<file path="src/rtl/kmsd_pkg.sv">
`timescale 1ns / 1ps
// Shared types and constants for the keypad matrix scanner and debouncer.
package kmsd_pkg;

  localparam int unsigned ROW_COUNT = 4;
  localparam int unsigned COL_COUNT = 3;
  localparam int unsigned PADDR_W   = 3;

  localparam logic [7:0] THRESHOLD_RESET = 8'd4;
  localparam logic [7:0] COUNT_MAX       = 8'hff;

  localparam logic OP_TICK = 1'b0;
  localparam logic OP_READ = 1'b1;

  localparam logic REG_PRESS_THRESHOLD = 1'b0;

  typedef struct packed {
    logic       opcode;
    logic [2:0] column_levels;
  } in_t;

  typedef struct packed {
    logic [1:0] drive_row;
    logic [3:0] key_code;
  } out_t;

  typedef struct packed {
    logic [1:0] scan_row;
    logic [3:0] candidate_key;
    logic [7:0] stable_count;
    logic [3:0] latched_key;
  } scan_state_t;

endpackage

</file>
<file path="src/rtl/kmsd_col_step.sv">
`timescale 1ns / 1ps
// Debounce update for one column of the driven row.
module kmsd_col_step (
  input  kmsd_pkg::scan_state_t st_in,
  input  logic [3:0]            code,
  input  logic                  pressed,
  output kmsd_pkg::scan_state_t st_out
);
  import kmsd_pkg::*;

  always_comb begin
    st_out = st_in;
    if (pressed) begin
      if (st_in.candidate_key == code) begin
        if (st_in.stable_count != COUNT_MAX) begin
          st_out.stable_count = st_in.stable_count + 8'd1;
        end
      end else begin
        st_out.candidate_key = code;
        st_out.stable_count  = '0;
      end
    end else if (st_in.latched_key == code) begin
      st_out.stable_count = '0;
      st_out.latched_key  = '0;
    end
  end

endmodule

</file>
<file path="src/rtl/kmsd_apb_regs.sv">
`timescale 1ns / 1ps
// APB-style register port holding the press threshold.
module kmsd_apb_regs (
  input  logic                         clk,
  input  logic                         rst,
  input  logic                         psel,
  input  logic                         penable,
  input  logic                         pwrite,
  input  logic [kmsd_pkg::PADDR_W-1:0] paddr,
  input  logic [31:0]                  pwdata,
  output logic [31:0]                  prdata,
  output logic                         pready,
  output logic [7:0]                   press_threshold
);
  import kmsd_pkg::*;

  logic reg_sel;

  assign pready  = 1'b1;
  assign reg_sel = (paddr[PADDR_W-1] == REG_PRESS_THRESHOLD);
  assign prdata  = reg_sel ? {24'd0, press_threshold} : 32'd0;

  always_ff @(posedge clk) begin
    if (rst) begin
      press_threshold <= THRESHOLD_RESET;
    end else if (psel && penable && pwrite && pready && reg_sel) begin
      press_threshold <= pwdata[7:0];
    end
  end

endmodule

</file>
<file path="src/rtl/kmsd_core.sv">
`timescale 1ns / 1ps
// Scan state registers with the per-transaction tick and read update.
module kmsd_core (
  input  logic                  clk,
  input  logic                  rst,
  input  logic                  accept,
  input  kmsd_pkg::in_t         item,
  input  logic [7:0]            press_threshold,
  output kmsd_pkg::out_t        result_next,
  output kmsd_pkg::scan_state_t state
);
  import kmsd_pkg::*;

  scan_state_t chain [COL_COUNT+1];
  scan_state_t tick_state;
  scan_state_t read_state;
  scan_state_t state_next;
  logic [3:0]  row_base;
  logic        report;

  assign row_base = {1'b0, state.scan_row, 1'b0} + {2'b00, state.scan_row};
  assign chain[0] = state;

  for (genvar c = 0; c < COL_COUNT; c++) begin : g_col
    localparam logic [3:0] COL_OFS = 4'(c + 1);
    kmsd_col_step u_step (
      .st_in   (chain[c]),
      .code    (row_base + COL_OFS),
      .pressed (~item.column_levels[c]),
      .st_out  (chain[c+1])
    );
  end

  assign report = (state.stable_count > press_threshold) && (state.latched_key == 4'd0);

  always_comb begin
    tick_state          = chain[COL_COUNT];
    tick_state.scan_row = state.scan_row + 2'd1;
    read_state          = state;
    if (report) begin
      read_state.latched_key   = state.candidate_key;
      read_state.candidate_key = '0;
    end
  end

  always_comb begin
    unique case (item.opcode)
      OP_TICK: begin
        state_next           = tick_state;
        result_next.key_code = '0;
      end
      OP_READ: begin
        state_next           = read_state;
        result_next.key_code = report ? state.candidate_key : 4'd0;
      end
      default: begin
        state_next           = state;
        result_next.key_code = '0;
      end
    endcase
    result_next.drive_row = state_next.scan_row;
  end

  always_ff @(posedge clk) begin
    if (rst) begin
      state <= '0;
    end else if (accept) begin
      state <= state_next;
    end
  end

endmodule

</file>
<file path="src/rtl/keypad_matrix_scan_debounce_top.sv">
`timescale 1ns / 1ps
// Top level of the 4x3 keypad matrix scanner and debouncer.
// For each transaction, the debounce state updates at the edge
// that accepts the item, and its result lands in an output register, with a
// one-entry skid stage behind it, so an item can be accepted every cycle while
// the consumer keeps up and one more while a result waits. A tick carries the
// active-low column levels of the row named by the previous drive_row; a read
// returns the debounced key code (1..12) once, or 0. The press threshold sits
// at byte address 0 of the register port and resets to 4.
module keypad_matrix_scan_debounce_top (
  input  logic                         clk,
  input  logic                         rst,
  input  logic                         item_valid,
  output logic                         item_stall,
  input  kmsd_pkg::in_t                item,
  output logic                         result_valid,
  input  logic                         result_stall,
  output kmsd_pkg::out_t               result,
  input  logic                         psel,
  input  logic                         penable,
  input  logic                         pwrite,
  input  logic [kmsd_pkg::PADDR_W-1:0] paddr,
  input  logic [31:0]                  pwdata,
  output logic [31:0]                  prdata,
  output logic                         pready
);
  import kmsd_pkg::*;

  logic        accept;
  logic        take_out;
  logic [7:0]  press_threshold;
  out_t        result_next;
  out_t        skid;
  logic        skid_valid;
  scan_state_t state;

  assign item_stall = skid_valid;
  assign accept     = item_valid && !item_stall;
  assign take_out   = result_valid && !result_stall;

  kmsd_apb_regs u_regs (
    .clk             (clk),
    .rst             (rst),
    .psel            (psel),
    .penable         (penable),
    .pwrite          (pwrite),
    .paddr           (paddr),
    .pwdata          (pwdata),
    .prdata          (prdata),
    .pready          (pready),
    .press_threshold (press_threshold)
  );

  kmsd_core u_core (
    .clk             (clk),
    .rst             (rst),
    .accept          (accept),
    .item            (item),
    .press_threshold (press_threshold),
    .result_next     (result_next),
    .state           (state)
  );

  always_ff @(posedge clk) begin
    if (rst) begin
      result_valid <= 1'b0;
      skid_valid   <= 1'b0;
    end else if (accept) begin
      if (!result_valid || take_out) begin
        result_valid <= 1'b1;
      end else begin
        skid_valid <= 1'b1;
      end
    end else if (take_out) begin
      result_valid <= skid_valid;
      skid_valid   <= 1'b0;
    end
  end

  always_ff @(posedge clk) begin
    if (accept) begin
      if (!result_valid || take_out) begin
        result <= result_next;
      end else begin
        skid <= result_next;
      end
    end else if (take_out) begin
      result <= skid;
    end
  end

`ifndef SYNTH
  a_skid_behind_output: assert property (@(posedge clk) disable iff (rst)
    skid_valid |-> result_valid)
    else $error("skid entry held without an output entry");

  a_key_code_range: assert property (@(posedge clk) disable iff (rst)
    result_valid |-> (result.key_code <= 4'd12))
    else $error("key code out of range");

  a_report_latches: assert property (@(posedge clk) disable iff (rst)
    (accept && item.opcode == OP_READ && result_next.key_code != 4'd0) |=>
      (state.latched_key == $past(result_next.key_code) && state.candidate_key == 4'd0))
    else $error("reported key not latched");

  a_tick_no_key: assert property (@(posedge clk) disable iff (rst)
    (accept && item.opcode == OP_TICK) |-> (result_next.key_code == 4'd0))
    else $error("tick produced a key code");
`endif

endmodule
</file>
<file path="config.mk">
export PLATFORM = sky130hd
export DESIGN_NAME = keypad_matrix_scan_debounce_top
export DESIGN_NICKNAME = d
export VERILOG_FILES = /design/src/rtl/kmsd_pkg.sv /design/src/rtl/kmsd_col_step.sv /design/src/rtl/kmsd_apb_regs.sv /design/src/rtl/kmsd_core.sv /design/src/rtl/keypad_matrix_scan_debounce_top.sv
export SDC_FILE = /design/constraint.sdc
export NUM_CORES = 1
export LEC_CHECK = 0
export BUFFER_PORTS_ARGS = -buffer_cell sky130_fd_sc_hd__buf_2
export CELL_PAD_IN_SITES_DETAIL_PLACEMENT = 1
export CELL_PAD_IN_SITES_GLOBAL_PLACEMENT = 2
export CORE_MARGIN = 2
export CORE_UTILIZATION = 30
export DETAILED_ROUTE_END_ITERATION = 10
export PLACE_DENSITY = 0.81
export SYNTH_ARGS = -nofsm -noshare
export SYNTH_HDL_FRONTEND = slang
export SYNTH_HIERARCHICAL = 1
export SYNTH_SLANG_ARGS = --single-unit
export TNS_END_PERCENT = 1
</file>
<file path="constraint.sdc">
create_clock -name clk -period 4.49 [get_ports clk]
set_clock_uncertainty 0.1 [all_clocks]
set_input_delay 0.2245 -clock clk [delete_from_list [all_inputs] [get_ports clk]]
set_output_delay 0.2245 -clock clk [all_outputs]
set_load 0.005 [all_outputs]
</file>
# Word level (Yosys, flattened, before mapping)
# Cells that the tools add are included.
[word_totals]
regBits = 40
output_inout_bits = 41
elab_cells = 88
[classes]
n_addsub = 8
magnitude_cmp = 1
n_eq_ne = 12
mux = 36
bitwise = 3
reduce_logical = 17
[op_table]
columns = ["operator", "n"]
rows = [
  ["8-bit 2-to-1 mux", 10],
  ["4-bit 2-to-1 mux", 12],
  ["12-bit 2-to-1 mux", 3],
  ["18-bit case mux with 2 select lines", 1],
  ["8-bit by 1-bit adder with 8-bit output (second input constant)", 3],
  ["4-bit equality test", 6],
  ["8-bit != test (second input constant)", 3],
  ["6-bit 2-to-1 mux", 3],
  ["2-bit AND reduction", 5],
  ["4-bit by 2-bit adder with 4-bit output (second input constant)", 2],
  ["8-bit greater-than comparator", 1],
  ["4-bit case mux with 2 select lines", 1],
  ["1-bit logical AND", 6],
  ["1-bit 2-to-1 mux", 6],
  ["3-bit by 2-bit adder with 4-bit output", 1],
  ["4-bit by 1-bit adder with 4-bit output (second input constant)", 1],
  ["4-bit logical NOT", 1],
  ["2-bit by 1-bit != test with 1-bit output (second input constant)", 2],
  ["1-bit logical NOT", 3],
  ["1-bit inverter", 3],
  ["2-bit by 1-bit adder with 2-bit output (second input constant)", 1],
  ["2-bit != test (second input constant)", 1],
  ["2-bit nonzero test", 1],
  ["1-bit logical OR", 1],
]

# Longest topological paths before layout
[logic_depth]
depth_word = 16
ltp_mapped = 20
depth_no_buf = 20

# Hierarchy
# Netlist, hierarchy kept.
[by_module_without_submodules]
columns = ["module", "n_inst", "cells_each", "area_each_um2", "seq_area_each_um2"]
rows = [
  ["kmsd_col_step", 3, 67, 500.5, 0.0],
  ["kmsd_core", 1, 158, 1261.2, 360.3],
  ["kmsd_apb_regs", 1, 70, 625.6, 160.2],
  ["keypad_matrix_scan_debounce_top", 1, 31, 560.5, 400.4],
]

# Least setup slack after synthesis
# OpenSTA, ideal clock, no wires.
[synth_timing]
path_type = "reg2reg"
from = "reg, netlist name u_core/state[16]"
to = "reg, netlist name u_core/state[4]"
setup_ns = 0.070
t_arrival_ns = 4.487
path_slack_ns = -0.167
stages_incl_launch_ff = 21
n_path_buf = 0
synth_period_minus_slack_ns = 4.657
cell_sequence = "dfxtp_1 -> inv_1 -> ha_1 -> xnor2_1 -> inv_1 -> xnor2_1 -> nand2_1 -> o31ai_1 -> a22o_1 -> ha_1 -> and3_2 -> nand3_2 -> o31ai_1 -> a22o_1 -> ha_1 -> and3_2 -> nand3_2 -> o31ai_1 -> a22o_1 -> nand2_1 -> a21oi_1"

==> reports/metrics.csv <==
metric,value,unit
outcome,"finished, final reports clean",
Peak VDD IR,0.167,mV
Fin Setup TNS,0,ns
Max Slew Vio Count,0,
DRC,0,
multi-input logic area,2620,um^2
dpl hpwl,8280,um
FILL cells,1447,
Mapped Avg Cell Area,8.64,um^2
vias in the first global route,3479,
Rows,40,
die area,13500,um^2
DR iter-0 viols,157,
largest net degree at the start of global routing,41,
Detail Route Antenna Nets,0,
DR vias,3341,
minimum clock period,4.31,ns
Max transition margin,33.7,%
Port Buf Inserts,35,
critical path peak fanout,8,
clock root buffer,clkbuf_16,
total CTS buffers,5,
n_diodes,0,
crit end category,flip-flop,
DR WL/cell,16.1,um
Util after Layout,36.5,%
crit share post-route,95.9,%
Die Width,116,um
# Max-Cap Violations,0,
Leak Pwr,1.79,nW
CTS tree,built,
die height,116,um
Synth Warn #,6,
grt ovf,0,
via density per instance,5.11,
Crit path arrival time,4.41,ns
hold depth,3,
Post-Syn Instances,436,
CORE AREA,12200,um^2
critical path class,reg -> reg,
layout cells sized above 1,29.4,%
Final nets,547,
cell area power density,255,nW/um^2
global-route wire length before repair,17500,um
R2R setup slack,0.18,ns
Crit path required time,4.60,ns
register area,921,um^2
Max Freq,232,MHz
drt total wl,10600,um
# setup viols final,0,
clk_lat worst skew,0.28,ns
initial antenna violation count,0,
H-tree lvl count,2,
final hold vios,0,
GRT Total Usage,16.3,%
placer congestion estimate,0.867,
hold endpoint,u_regs/press_threshold[5],
Worst R2R Start,u_core/state[16],
crit path launch type,flip-flop,
"Cell Area, Synth",3770,um^2
Initial Utilization,31.0,%
synthesis-to-layout area growth,17.8,%
hold path startpoint,pwdata[5],
r2r endpoint,u_core/state[11],
Worst-path clk slew,0.06,ns
measured slew at the worst slew-check pin,0.991,ns
I/O Pins,87,
DR pass1 iterations,4,
Num Clock Sinks,40,
Hold WC Path Type,in -> reg,
Clock Tree Buf Depth,2,
R2R depth,22,
-- report_power, final --
part,internal (mW),switching [mW]
registers,0.390,0.0164
clock network,0.206,0.143
logic,0.159,0.215
total,0.756,0.375
-- cells in the final DEF, fill, tap and decap left out, drive strengths merged, types with 2 or more instances in the layout --
| cell type | instances |
|---|---|
| nand4 | 8 |
| edfxtp | 12 |
| a32o | 3 |
| o22a | 12 |
| a41o | 3 |
| nand3 | 9 |
| clkinvlp | 2 |
| nor4bb | 3 |
| xnor2 | 28 |
| nor3 | 19 |
| buf | 64 |
| a21oi | 14 |
| a22oi | 4 |
| nor2b | 17 |
| o22ai | 8 |
| conb | 25 |
| mux2 | 18 |
| a311oi | 3 |
| inv | 33 |
| a221oi | 4 |
| nor4b | 3 |
| nor4 | 7 |
| a211oi | 4 |
| mux2i | 8 |
| nand3b | 4 |
| o31ai | 3 |
| a31oi | 4 |
| o21ai | 9 |
| a22o | 3 |
| clkbuf | 5 |
| dfxtp | 28 |
| ha | 16 |
| nand2 | 30 |
| or2 | 3 |
| a221o | 6 |
| nand2b | 20 |
| nor2 | 18 |
| and2b | 8 |
| and3 | 10 |
-- worst max-delay path: stages (launching register included) --
cell,delay (ns)
dfxtp_1,0.35
inv_2,0.06
ha_4,0.25
buf_4,0.15
xnor2_1,0.17
nand3_2,0.17
buf_8,0.19
nor2_2,0.17
a32o_2,0.24
ha_1,0.21
and3_4,0.22
nand3_2,0.10
buf_4,0.17
a311oi_2,0.26
o22a_1,0.24
buf_4,0.12
buf_4,0.11
nand4_1,0.14
nor4bb_2,0.22
nor3_1,0.15
o22a_1,0.20
nand2_1,0.07
a21oi_1,0.15
-- timing repair --
item	CTS	global route
gates cloned	0	0
setup endpoints to repair	4	8
hold buffers	0	0
gates resized for setup	2	26
buffers inserted	0	8
pin swaps	0	8
-- cell type report --
cell class,count,share of cell area [%]
multi-input combinational,341,59.1
sequential,40,20.7
inverter,33,2.79
tap,168,4.74
timing repair buffer,64,9.30
clock inverter,3,0.536
clock buffer,5,2.82
-- stage by stage --
stage                     power (mW)  cell area, um^2  hold WS [ns]  setup slack (ns)  cells
after global routing            1.20             4440         0.123          -0.00705    654
after detailed placement       0.753             4090         0.395           -0.0159    638
after global placement         0.737             4090         0.378             0.210    638
after floorplan                0.685             3860         0.194            0.0231    459
final                           1.13             4440         0.105             0.182    654
after CTS                       1.11             4250         0.104           0.00870    646
-- sequential cells by signal, summed over array words and instances (netlist names) --
signal / flops
result_valid: 1
u_regs/press_threshold: 8
item_stall: 1
u_core/state: 18
skid: 6
result: 6
-- worst max path at each step --
stage / from / to / slack (ns) / cells after the start
2_1_floorplan: u_core/state[16] / u_core/state[4] / 0.02 / 20
3_3_place_gp: u_core/state[16] / u_core/state[4] / 0.21 / 20
3_5_place_dp: u_core/state[16] / u_core/state[6] / -0.02 / 20
4_1_cts: u_core/state[16] / u_core/state[9] / 0.009 / 20
5_1_grt: u_core/state[16] / u_core/state[11] / -0.007 / 21
6_report: u_core/state[16] / u_core/state[11] / 0.18 / 22
-- routing by layer --
metal	track usage (%)	vias to the layer above	share of wire, %
li1	-	1619	-
met1	19.6	1656	44
met2	31.3	54	53
met3	2.20	12	2.2
met4	2.46	0	0.89
met5	0	-	0
No activity file was read; power rests on OpenSTA's default activity.
